[config.mk]
export PLATFORM = sky130hd
export DESIGN_NAME = template_tag_scanner_flat
export DESIGN_NICKNAME = d
export VERILOG_FILES = /design/src/hw/rtl/tts_pkg.sv /design/src/hw/rtl/tts_if.sv /design/src/hw/rtl/tts_step.sv /design/src/hw/rtl/template_tag_scanner.sv /design/src/flat_wrapper.sv
export SDC_FILE = /design/constraint.sdc
export NUM_CORES = 1
export LEC_CHECK = 0
export ABC_CLOCK_PERIOD_IN_PS = 4000
export BUFFER_PORTS_ARGS = -buffer_cell sky130_fd_sc_hd__buf_2
export CAP_MARGIN = 25
export CORE_MARGIN = 2
export CORE_UTILIZATION = 40
export CTS_CLUSTER_DIAMETER = 40
export DETAILED_ROUTE_END_ITERATION = 8
export SLEW_MARGIN = 5
export SYNTH_ARGS = -nofsm -noshare
export SYNTH_HDL_FRONTEND = slang
export SYNTH_HIERARCHICAL = 1
export SYNTH_SLANG_ARGS = --single-unit
[constraint.sdc]
create_clock -name clk -period 4 [get_ports clk]
set_clock_uncertainty 0.1 [all_clocks]
set_input_delay 0.6 -clock clk [delete_from_list [all_inputs] [get_ports clk]]
set_output_delay 0.6 -clock clk [all_outputs]
set_load 0.1 [all_outputs]
[src/hw/rtl/tts_pkg.sv]
// Package for the template tag scanner: position width, mark tables,
// scan phase type and the state and result structs.
// No dependencies.
`default_nettype none

package tts_pkg;

	localparam int POS_BITS = 16;
	localparam int FIELD_BITS = 16;
	localparam int KIND_BITS = 3;
	localparam int NUM_KINDS = 8;

	localparam logic [POS_BITS-1:0] POS_MAX = '1;

	localparam logic [7:0] BRACE_OPEN = 8'h7B;
	localparam logic [7:0] BRACE_CLOSE = 8'h7D;
	localparam logic [7:0] TERMINATOR = 8'h00;

	// Marks after the opening brace, in kind order: { _ % ( ^ < - *
	localparam logic [7:0] OPEN_MARK [NUM_KINDS] = '{
		8'h7B, 8'h5F, 8'h25, 8'h28, 8'h5E, 8'h3C, 8'h2D, 8'h2A
	};
	// Marks before the closing brace: } _ % ) ^ > - *
	localparam logic [7:0] CLOSE_MARK [NUM_KINDS] = '{
		8'h7D, 8'h5F, 8'h25, 8'h29, 8'h5E, 8'h3E, 8'h2D, 8'h2A
	};

	typedef enum logic [1:0] {
		PH_SEARCH = 2'd0,
		PH_BRACE  = 2'd1,
		PH_INSIDE = 2'd2,
		PH_CLOSE1 = 2'd3
	} tts_phase_t;

	typedef struct packed {
		logic [POS_BITS-1:0]  position;
		logic [POS_BITS-1:0]  run_start;
		logic [POS_BITS-1:0]  open_at;
		tts_phase_t           phase;
		logic [KIND_BITS-1:0] kind;
		logic                 stopped;
	} tts_state_t;

	typedef struct packed {
		logic                   emit;
		logic                   found;
		logic                   done_res;
		logic [FIELD_BITS-1:0]  text_start;
		logic [FIELD_BITS-1:0]  tag_start;
		logic [FIELD_BITS-1:0]  tag_end;
		logic [KIND_BITS-1:0]   tag_kind;
	} tts_result_t;

	localparam tts_state_t STATE_RESET = '{
		position:  '0,
		run_start: '0,
		open_at:   '0,
		phase:     PH_SEARCH,
		kind:      '0,
		stopped:   1'b0
	};

	function automatic logic [POS_BITS-1:0] sat_inc(input logic [POS_BITS-1:0] v);
		return (v == POS_MAX) ? v : v + POS_BITS'(1);
	endfunction

	// Low field bits of a position, zero-extended when positions are narrower
	function automatic logic [FIELD_BITS-1:0] pos_field(input logic [POS_BITS-1:0] p);
		logic [31:0] w;
		w = 32'(p);
		return w[FIELD_BITS-1:0];
	endfunction

endpackage

`default_nettype wire

[src/hw/rtl/tts_if.sv]
// Channel interfaces for the template tag scanner: text bytes in, tag results out.
// Depends on tts_pkg.
`default_nettype none

interface tts_in_if;
	logic       valid;
	logic       ready;
	logic [7:0] text_byte;
	logic       last_byte;

	modport source (output valid, text_byte, last_byte, input ready);
	modport sink (input valid, text_byte, last_byte, output ready);
endinterface

interface tts_out_if;
	logic                             valid;
	logic                             ready;
	logic                             found;
	logic                             done_res;
	logic [tts_pkg::FIELD_BITS-1:0]   text_start;
	logic [tts_pkg::FIELD_BITS-1:0]   tag_start;
	logic [tts_pkg::FIELD_BITS-1:0]   tag_end;
	logic [tts_pkg::KIND_BITS-1:0]    tag_kind;

	modport source (output valid, found, done_res, text_start, tag_start, tag_end,
		tag_kind, input ready);
	modport sink (input valid, found, done_res, text_start, tag_start, tag_end,
		tag_kind, output ready);
endinterface

`default_nettype wire

[src/hw/rtl/tts_step.sv]
// Next-state and result logic of the scanner for one text byte.
// Depends on tts_pkg.
`default_nettype none

module tts_step (
	input  wire tts_pkg::tts_state_t  cur,
	input  wire logic [7:0]           text_byte,
	input  wire logic                 last_byte,
	output tts_pkg::tts_state_t       nxt,
	output tts_pkg::tts_result_t      res
);

	logic                          mark_hit;
	logic [tts_pkg::KIND_BITS-1:0] mark_kind;
	logic                          hit;

	always_comb begin
		mark_hit = 1'b0;
		mark_kind = '0;
		for (int k = 0; k < tts_pkg::NUM_KINDS; k++) begin
			if (!mark_hit && text_byte == tts_pkg::OPEN_MARK[k]) begin
				mark_hit = 1'b1;
				mark_kind = tts_pkg::KIND_BITS'(k);
			end
		end
	end

	always_comb begin
		nxt = cur;
		hit = 1'b0;
		nxt.position = tts_pkg::sat_inc(cur.position);
		if (!cur.stopped) begin
			if (text_byte == tts_pkg::TERMINATOR) begin
				nxt.stopped = 1'b1;
			end else begin
				case (cur.phase)
					tts_pkg::PH_SEARCH: begin
						if (text_byte == tts_pkg::BRACE_OPEN) begin
							nxt.open_at = cur.position;
							nxt.phase = tts_pkg::PH_BRACE;
						end
					end
					tts_pkg::PH_BRACE: begin
						if (mark_hit) begin
							nxt.kind = mark_kind;
							nxt.phase = tts_pkg::PH_INSIDE;
						end else begin
							nxt.phase = tts_pkg::PH_SEARCH;
						end
					end
					default: begin
						// a failed closing pair rechecks this byte as a first closing byte
						if (cur.phase == tts_pkg::PH_CLOSE1
								&& text_byte == tts_pkg::BRACE_CLOSE) begin
							hit = 1'b1;
							nxt.run_start = tts_pkg::sat_inc(cur.position);
							nxt.phase = tts_pkg::PH_SEARCH;
						end else if (text_byte == tts_pkg::CLOSE_MARK[cur.kind]) begin
							nxt.phase = tts_pkg::PH_CLOSE1;
						end else begin
							nxt.phase = tts_pkg::PH_INSIDE;
						end
					end
				endcase
			end
		end
		if (last_byte) begin
			nxt = tts_pkg::STATE_RESET;
		end
	end

	always_comb begin
		res.emit = hit || last_byte;
		res.found = hit;
		res.done_res = last_byte;
		res.text_start = hit ? tts_pkg::pos_field(cur.run_start) : '0;
		res.tag_start = hit ? tts_pkg::pos_field(cur.open_at) : '0;
		res.tag_end = hit ? tts_pkg::pos_field(cur.position) : '0;
		res.tag_kind = hit ? cur.kind : '0;
	end

endmodule

`default_nettype wire

[src/hw/rtl/template_tag_scanner.sv]
// Top level of the template tag scanner: input register, scan step, result register.
// Depends on tts_pkg, tts_if (tts_in_if, tts_out_if) and tts_step.
//
//   channel   dir  payload                                               transaction
//   text_in   in   text_byte[7:0], last_byte                              one byte
//   tag_out   out  found, done_res, text_start, tag_start, tag_end, kind  0 or 1 per byte
//
// One byte per cycle while the result register is not stalled; a result passes through the
// input register, then the single scan step, into the result register.
// arst_n clears the valid flags and the scan state to the start of a text.
// A stalled result holds the input register; text_in stays ready while the input
// register is empty or moving on.
`default_nettype none

module template_tag_scanner (
	input  wire logic  clk,
	input  wire logic  arst_n,
	tts_in_if.sink     text_in,
	tts_out_if.source  tag_out
);

	logic                 valid_s1;
	logic [7:0]           byte_s1;
	logic                 last_s1;
	logic                 advance;
	tts_pkg::tts_state_t  state_q;
	tts_pkg::tts_state_t  state_nxt;
	tts_pkg::tts_result_t res;
	tts_pkg::tts_result_t res_q;
	logic                 out_valid_q;

	assign advance = valid_s1 && (!out_valid_q || tag_out.ready);
	assign text_in.ready = !valid_s1 || advance;

	always_ff @(posedge clk or negedge arst_n) begin
		if (!arst_n) begin
			valid_s1 <= 1'b0;
		end else if (text_in.ready) begin
			valid_s1 <= text_in.valid;
		end
	end

	always_ff @(posedge clk) begin
		if (text_in.ready && text_in.valid) begin
			byte_s1 <= text_in.text_byte;
			last_s1 <= text_in.last_byte;
		end
	end

	tts_step u_step (
		.cur       (state_q),
		.text_byte (byte_s1),
		.last_byte (last_s1),
		.nxt       (state_nxt),
		.res       (res)
	);

	always_ff @(posedge clk or negedge arst_n) begin
		if (!arst_n) begin
			state_q <= tts_pkg::STATE_RESET;
		end else if (advance) begin
			state_q <= state_nxt;
		end
	end

	always_ff @(posedge clk or negedge arst_n) begin
		if (!arst_n) begin
			out_valid_q <= 1'b0;
		end else if (advance) begin
			out_valid_q <= res.emit;
		end else if (tag_out.ready) begin
			out_valid_q <= 1'b0;
		end
	end

	always_ff @(posedge clk) begin
		if (advance && res.emit) begin
			res_q <= res;
		end
	end

	assign tag_out.valid = out_valid_q;
	assign tag_out.found = res_q.found;
	assign tag_out.done_res = res_q.done_res;
	assign tag_out.text_start = res_q.text_start;
	assign tag_out.tag_start = res_q.tag_start;
	assign tag_out.tag_end = res_q.tag_end;
	assign tag_out.tag_kind = res_q.tag_kind;

	// a result that does not end the text must report a tag
	a_result_has_reason: assert property (@(posedge clk) disable iff (!arst_n)
		tag_out.valid |-> (tag_out.found || tag_out.done_res))
		else $error("result with neither found nor done");

	// a done result without a tag carries zero fields
	a_empty_fields: assert property (@(posedge clk) disable iff (!arst_n)
		(tag_out.valid && !tag_out.found) |->
			(tag_out.text_start == '0 && tag_out.tag_start == '0
			&& tag_out.tag_end == '0 && tag_out.tag_kind == '0))
		else $error("done result without tag has non-zero fields");

	// a tag only closes from the first-closing-byte phase
	a_hit_phase: assert property (@(posedge clk) disable iff (!arst_n)
		(advance && res.found) |-> (state_q.phase == tts_pkg::PH_CLOSE1))
		else $error("tag closed outside closing phase");

	// the terminator holds until the last byte of the text
	a_stop_sticks: assert property (@(posedge clk) disable iff (!arst_n)
		(advance && state_q.stopped && !last_s1) |=> state_q.stopped)
		else $error("stopped flag cleared before last byte");

	// the last byte returns the scan to the start state
	a_last_resets: assert property (@(posedge clk) disable iff (!arst_n)
		(advance && last_s1) |=> (state_q.position == '0
			&& state_q.phase == tts_pkg::PH_SEARCH && !state_q.stopped))
		else $error("state not cleared after last byte");

endmodule

`default_nettype wire

[src/flat_wrapper.sv]
// flat-port wrapper written by rule: the top's interface ports become plain ports
module template_tag_scanner_flat 
  (clk, arst_n, text_in_valid, text_in_text_byte, text_in_last_byte, text_in_ready, tag_out_valid, tag_out_found, tag_out_done_res, tag_out_text_start, tag_out_tag_start, tag_out_tag_end, tag_out_tag_kind, tag_out_ready);
  tts_in_if text_in_i ();
  tts_out_if tag_out_i ();
  input  wire logic clk;
  input  wire logic arst_n;
  input wire logic [$bits(text_in_i.valid)-1:0] text_in_valid;
  input wire logic [$bits(text_in_i.text_byte)-1:0] text_in_text_byte;
  input wire logic [$bits(text_in_i.last_byte)-1:0] text_in_last_byte;
  output wire logic [$bits(text_in_i.ready)-1:0] text_in_ready;
  output wire logic [$bits(tag_out_i.valid)-1:0] tag_out_valid;
  output wire logic [$bits(tag_out_i.found)-1:0] tag_out_found;
  output wire logic [$bits(tag_out_i.done_res)-1:0] tag_out_done_res;
  output wire logic [$bits(tag_out_i.text_start)-1:0] tag_out_text_start;
  output wire logic [$bits(tag_out_i.tag_start)-1:0] tag_out_tag_start;
  output wire logic [$bits(tag_out_i.tag_end)-1:0] tag_out_tag_end;
  output wire logic [$bits(tag_out_i.tag_kind)-1:0] tag_out_tag_kind;
  input wire logic [$bits(tag_out_i.ready)-1:0] tag_out_ready;
  assign text_in_i.valid = text_in_valid;
  assign text_in_i.text_byte = text_in_text_byte;
  assign text_in_i.last_byte = text_in_last_byte;
  assign text_in_ready = text_in_i.ready;
  assign tag_out_valid = tag_out_i.valid;
  assign tag_out_found = tag_out_i.found;
  assign tag_out_done_res = tag_out_i.done_res;
  assign tag_out_text_start = tag_out_i.text_start;
  assign tag_out_tag_start = tag_out_i.tag_start;
  assign tag_out_tag_end = tag_out_i.tag_end;
  assign tag_out_tag_kind = tag_out_i.tag_kind;
  assign tag_out_i.ready = tag_out_ready;
  template_tag_scanner u_core (.clk(clk), .arst_n(arst_n), .text_in(text_in_i), .tag_out(tag_out_i));
endmodule
==> flow_summary_export.csv, run 1 <==
group,metric,value,unit
outcome,outcome,"completed",
logic_synthesis,synth.top_cells.by_area,"edfxtp_1, dfrtp_1, mux2_4",
sta,min_period,2.670,ns
global_routing,gr-usage-all-layers,16.70,%
power_and_ir_drop,power_density,475.8,nW/um^2
logic_synthesis,yosysMostFrequentCell,"edfxtp_1",
global_routing,grt_start_max_net_pins,57,
worst_setup_path,critPathLaunchType,"flip-flop",
worst_setup_path,rr_endpoint,"u_core/state_q[13]$_DFFE_PN0P_",
placed_design,post_dp_cell_area,6446,sq um
global_routing,grt_use_met1,23.02,%
layout,final_util,48.31,%
layout,antenna_cells,0,
layout,stdcell_count,735,
floorplanning,fp.dieArea,16000,sq um
logic_synthesis,syn-num-nets,495,
sta,tns,0,ns
floorplanning,rows,44,
route,wirelength,12.50,mm
floorplanning,die_h,126.5,um
clocking,htree_num_levels,4,
logic_synthesis,synthFlopType,"edfxtp_1",
sta,rsz0062_at_grt,"false",
logic_synthesis,synth.area.mux_share,16.76,%
worst_setup_path,crit_slowest_cell,"edfxtp_1",
clocking,cts_tree,"yes",
sta,hold_violations,0,
route,wl_per_cell,17.00,um
placed_design,dp_slack,1.377,ns
route,drc_errors,0,
sta,post-route-period-util,66.76,%
global_routing,grt_pass1_wl,21.05,mm
worst_setup_path,cp_max_fo,56,
sta,fin_ws,1.330,ns
logic_synthesis,synthAdderAreaFrac,0.2085,%
layout,area_growth,17.43,%
route,via_per_inst,5.321,
global_routing,grt_pass1_vias,4026,
layout,final-seq-area,3263,sq um
hold_path,holdCritPathClass,"input port to async pin",
logic_synthesis,yosys_warnings,6,
logic_synthesis,syn_inst,481,
layout,fin_area,7048,sq um
global_routing,grt_use_met3,4.260,%
route,first_iter_violations,266,
logic_synthesis,netlist_area,6002,sq um
logic_synthesis,yosysTopAreaCell,"edfxtp_1",
floorplanning,die_x,126.5,um
logic_synthesis,yosys.area_share.simple,16.53,%
clocking,clk_path_buf_depth,2,
logic_synthesis,synthTopCellsByCount,"edfxtp_1, dfrtp_1, and3_1",
logic_synthesis,synth-seq-cells,118,
logic_synthesis,synth_async_sr_flop_share,47.46,%
logic_synthesis,synthXorXnorAreaFrac,1.605,%
layout,final_nets,552,
global_routing,grt-ovfl-total,0,
clocking,clock_latency,0.41,ns
worst_setup_path,crit_arrival,2.87,ns
sta,finalSetupViolCount,0,
worst_setup_path,r2r_cells,8,
route,vias,3911,
floorplanning,start_util,41.14,%
sta,max_freq,0.3745,GHz
clocking,cts_root_buf,"clkbuf_16",
worst_setup_path,slowest_delay,0.56,ns
placed_design,dp_hpwl,7.935,mm
clocking,clock_sinks,118,
logic_synthesis,synth_edf_count,62,
worst_setup_path,worstPathCellList,"nor3_1, a31oi_4, buf_4, nand3_1, buf_4, mux2i_1, nor2_1, mux2_4",
clocking,post-cts-setup-buffers,0,
sta,slew_headroom,31.73,%
worst_setup_path,cp.required,4.20,ns
logic_synthesis,synth_top_area_share,31.02,%
worst_setup_path,cp_common_cell,"buf_4",
layout,multi_input_area,2535,sq um
run,drv_cap,0,
logic_synthesis,seq_area_frac_synth,54.37,%
clocking,cts_resized,0,
worst_setup_path,r2r_start,"u_core/byte_s1[1]$_DFFE_PP_",
logic_synthesis,synth_top_family_by_area,"multiplexers",
route,dr.pass1.iters,4,
power_and_ir_drop,report.power.total,3.353,mW
logic_synthesis,synth.distinct_cells,55,
worst_setup_path,critPathCaptureType,"flip-flop",
sta,tightest_slew,1.024,ns
global_routing,grtUsageMet2,24.57,%
clocking,path_clk_slew,0.05,ns
floorplanning,pin_count,68,
placed_design,globalplace.congestion,0.8652,
sta,hold_ws,0.1077,ns
global_routing,antenna_found_initial,0,
layout,nFillCells,1289,
route,postRouteAntennaNets,0,
clocking,numCtsBuffers,17,
logic_synthesis,synth-compound-area-share,6.650,%
floorplanning,coreArea,14590,sq um
clocking,cts_hold_buf,0,
worst_setup_path,reg2reg_slack,1.33,ns
placed_design,numPortBuffers,67,
placed_design,place_inst,703,
worst_setup_path,critPathLaunch,"u_core/byte_s1[1]$_DFFE_PP_",
global_routing,grt_busiest_layer,"met2",
sta,slew_viol_final,0,
power_and_ir_drop,power.leakage,3.216,nW
power_and_ir_drop,vdd_ir_drop_max,0.2671,mV
logic_synthesis,synth_area_per_cell,12.48,sq um
layout,drive_above_1_share,31.76,%
worst_setup_path,worstSetupPathType,"flip-flop to flip-flop",
## power breakdown
group / switching [mW] / internal [mW] / total (mW)
Combinational: 0.349 / 0.0877 / 0.437
Sequential: 0.0424 / 1.34 / 1.38
Clock: 0.516 / 1.02 / 1.54
Total: 0.907 / 2.45 / 3.35
## area by class of cell
| type | count | share of cell area [%] |
|---|---|---|
| Clock buffer | 23 | 6.781 |
| Clock inverter | 9 | 1.758 |
| Inverter | 8 | 0.4261 |
| Multi-Input combinational cell | 319 | 35.97 |
| Sequential cell | 118 | 46.30 |
| Tap cell | 184 | 3.266 |
| Timing Repair Buffer | 74 | 5.503 |
## routing by layer
metal / up-vias / part of all wire (%)
met2: 97 / 46
met4: 0 / 2.7
met5: - / 0
met1: 1899 / 48
met3: 24 / 3.9
li1: 1891 / -
## cells in the final DEF (no fill, tap or decap), types with 4 or more instances in the layout
cell / n
mux2i_1: 21
o211ai_1: 6
xnor2_1: 5
xor2_1: 6
buf_4: 7
mux2_4: 50
and3_1: 54
nand2_1: 14
nand2b_1: 13
o22ai_1: 5
nor2_1: 49
clkbuf_16: 17
o21ai_0: 8
clkinv_2: 5
dfrtp_1: 56
a21oi_1: 9
mux2_2: 4
nand3_1: 9
inv_1: 8
nand4_1: 5
edfxtp_1: 62
nor3_1: 5
buf_2: 67
a211oi_1: 5
## state kept, by name, summed over array words and instances (netlist names)
name	cells
u_core/byte_s1	8
u_core/last_s1	1
u_core/state_q	54
u_core/tag_out.done_res	1
u_core/tag_out.found	1
u_core/tag_out.tag_end	16
u_core/tag_out.tag_kind	3
u_core/tag_out.tag_start	16
u_core/tag_out.text_start	16
u_core/tag_out.valid	1
u_core/valid_s1	1
## logic make-up after synthesis
group / after synthesis
and+or+nand+nor: 179
DFF: 118
muxes: 75
AOI/OAI and AO/OA: 53
buffers and inverters: 44
xor gates and xnor gates: 11
adders and majority gates: 1
## worst max-delay path: cells and delay by family, from the launching register on
| kind | cells | cell delay [ns] |
|---|---|---|
| flip-flops | 1 | 0.56 |
| buffers and inverters | 2 | 0.59 |
| multiplexers | 2 | 0.54 |
| AND/OR/NAND/NOR | 3 | 0.59 |
| AO/OA/AOI/OAI | 1 | 0.12 |
## worst max path at each step
stage | to | slack (ns) | depth (start not counted)
after floorplan | u_core/tag_out.done_res$_DFFE_PP_ | 0.54 | 7
after global placement | u_core/state_q[7]$_DFFE_PN0P_ | 1.43 | 8
after detailed placement | u_core/tag_out.tag_end[5]$_DFFE_PP_ | 1.38 | 7
after CTS | u_core/tag_out.tag_start[1]$_DFFE_PP_ | 1.37 | 7
after global routing | u_core/state_q[23]$_DFFE_PN0P_ | 1.15 | 7
final | u_core/state_q[13]$_DFFE_PN0P_ | 1.33 | 8
Note: power is estimated with default switching activity, not from simulation.
==> run 2: changes to the inputs <==
- ABC_CLOCK_PERIOD_IN_PS: 4000 -> 2600
- clock period: 4 -> 2.6 ns (I/O delays scaled with it)
==> run 2 against run 1 <==
Clock-buffer cell count is 3 lower. Fmax is 10% higher. First-iteration DRC count down 23%. Total power up 61%. Die area unchanged. Highest routed layer unchanged. Critical path depth shrank 2. Largest power group unchanged. Sequential cell count did not move. Sequential share of layout area decreased by 1.4 points.
==> flow_summary_export.csv, run 2 (synthesis gave the netlist of run 1 again) <==
group,metric,value,unit
clocking,clock_sinks,118,
layout,final_cell_mix,"buf_2, edfxtp_1, dfrtp_1",
layout,antenna_cells,0,
global_routing,antenna_found_initial,0,
worst_setup_path,critPathLaunchType,"flip-flop",
power_and_ir_drop,power_density,741.5,nW/um^2
clocking,path_clk_slew,0.05,ns
floorplanning,start_util,41.14,%
sta,rsz0062_at_grt,"false",
floorplanning,die_h,126.5,um
hold_path,holdCritPathClass,"input port to flip-flop",
route,postRouteAntennaNets,0,
floorplanning,rows,44,
route,wirelength,12.93,mm
placed_design,globalplace.congestion,0.9084,
worst_setup_path,cp_max_fo,11,
global_routing,gr-usage-all-layers,17.08,%
run,drv_cap,0,
floorplanning,coreArea,14590,sq um
sta,finalSetupViolCount,0,
sta,tns,0,ns
clocking,clock_latency,0.42,ns
clocking,htree_num_levels,4,
global_routing,grt-ovfl-total,0,
worst_setup_path,cp.required,2.86,ns
floorplanning,pin_count,68,
worst_setup_path,crit_arrival,2.69,ns
route,vias,4018,
layout,final_nets,565,
worst_setup_path,critPathCaptureType,"flip-flop",
worst_setup_path,path_buf_inv,0,
floorplanning,fp.dieArea,16000,sq um
route,dr_wl_met3,621,um
sta,min_period,2.428,ns
layout,largest_reg_flops,54,
placed_design,dp_hpwl,8.353,mm
sta,post-route-period-util,93.40,%
route,wl_per_cell,17.28,um
floorplanning,die_x,126.5,um
outcome,outcome,"completed",
route,dr.pass1.iters,4,
route,drc_errors,0,
global_routing,grt_start_max_net_pins,53,
sta,tightest_slew,0.7704,ns
worst_setup_path,worstPathCellList,"or3b_1, or4b_1, nand3_2, o21ai_2, a221oi_2, mux2_4",
layout,final_common_cell,"buf_2",
global_routing,grt_pass1_vias,3972,
worst_setup_path,crit_slowest_cell,"edfxtp_1",
route,routed-wl-met2,5.977,mm
sta,slew_viol_final,0,
route,first_iter_violations,206,
placed_design,numPortBuffers,67,
layout,drive_above_1_share,33.16,%
power_and_ir_drop,vdd_ir_drop_max,0.4229,mV
route,top_layer_used,"met4",
worst_setup_path,critPathTopFamily,"simple AND/OR/NAND/NOR gates",
layout,largest-register,"u_core/state_q",
power_and_ir_drop,power.leakage,3.321,nW
clocking,numCtsBuffers,17,
sta,slew_headroom,48.64,%
sta,max_freq,0.4118,GHz
route,drt-met1-wl,6.055,mm
layout,nFillCells,1236,
clocking,cts_tree,"yes",
sta,hold_violations,0,
global_routing,grt_pass1_wl,21.28,mm
worst_setup_path,slowest_delay,0.54,ns
route,via_per_inst,5.372,
clocking,clk_path_buf_depth,2,
worst_setup_path,worstSetupPathType,"flip-flop to flip-flop",
clocking,cts_root_buf,"clkbuf_16",
layout,area_growth,21.05,%
layout,final_util,49.80,%
[run 2: cell types whose count changed in the layout (fill, tap and decap cells not counted), sizes merged]
cell	before	now
clkbuf	23	20
buf	74	86
bufinv	3	6
dlygate4sd3	0	1
[run 2: worst paths after layout]
path	cells after the start	slack, ns	endpoint	startpoint
max in group asynchronous	3	1.30	u_core/tag_out.valid$_DFFE_PN0P_	arst_n
worst max-delay path	6	0.17	u_core/state_q[1]$_DFFE_PN0P_	u_core/byte_s1[1]$_DFFE_PP_
worst min-delay path	1	0.04	u_core/byte_s1[4]$_DFFE_PP_	text_in_text_byte[4]
worst max register to register	6	0.17	u_core/state_q[1]$_DFFE_PN0P_	u_core/byte_s1[1]$_DFFE_PP_
worst min register to register	1	0.43	u_core/state_q[14]$_DFFE_PN0P_	u_core/state_q[14]$_DFFE_PN0P_
min in group asynchronous	2	0.47	u_core/state_q[24]$_DFFE_PN0P_	arst_n
[run 2: cell type report]
type	instances	area [sq um]	area share [%]
clock buffers	20	436.7	6.010
well taps	184	230.2	3.169
inverters	8	30.03	0.4133
repair buffers	87	550.5	7.577
clock inverters	12	206.4	2.841
flip-flops and latches	118	3264	44.93
multi-input cells	319	2547	35.06
[run 2: routing by layer]
metal	GRT usage (%)	up-vias
li1	-	1910
met1	23.32	1982
met2	26.08	104
met3	4.513	22
met4	6.787	0
met5	0	-
[run 2: per-stage QoR]
| step | hold WS (ns) | setup WS [ns] | instances | power [mW] | instance area, sq um |
|---|---|---|---|---|---|
| detailed placement | 0.4121 | 0.1918 | 714 | 2.849 | 6605 |
| CTS | 0.02791 | 0.1749 | 747 | 5.441 | 7258 |
| finish | 0.03829 | 0.1716 | 748 | 5.388 | 7266 |
| floorplan | -0.005591 | -0.2184 | 481 | 2.718 | 6040 |
| global route | 0.03514 | 0.02168 | 748 | 5.567 | 7266 |
| global placement | 0.3957 | 0.2265 | 714 | 2.843 | 6605 |
[run 2: power by group]
group | switching, mW | leakage, nW | internal [mW]
Clock | 0.800 | 0.314 | 1.78
Sequential | 0.0599 | 1.34 | 2.05
Combinational | 0.550 | 1.66 | 0.148
Total | 1.41 | 3.32 | 3.98
[run 2: timing repair]
action / CTS / global route
resized for setup: 0 / 0
setup buffers: 0 / 1
hold endpoints to repair: 28 / 0
hold buffers: 1 / 0
endpoints found under the setup margin: 0 / 4
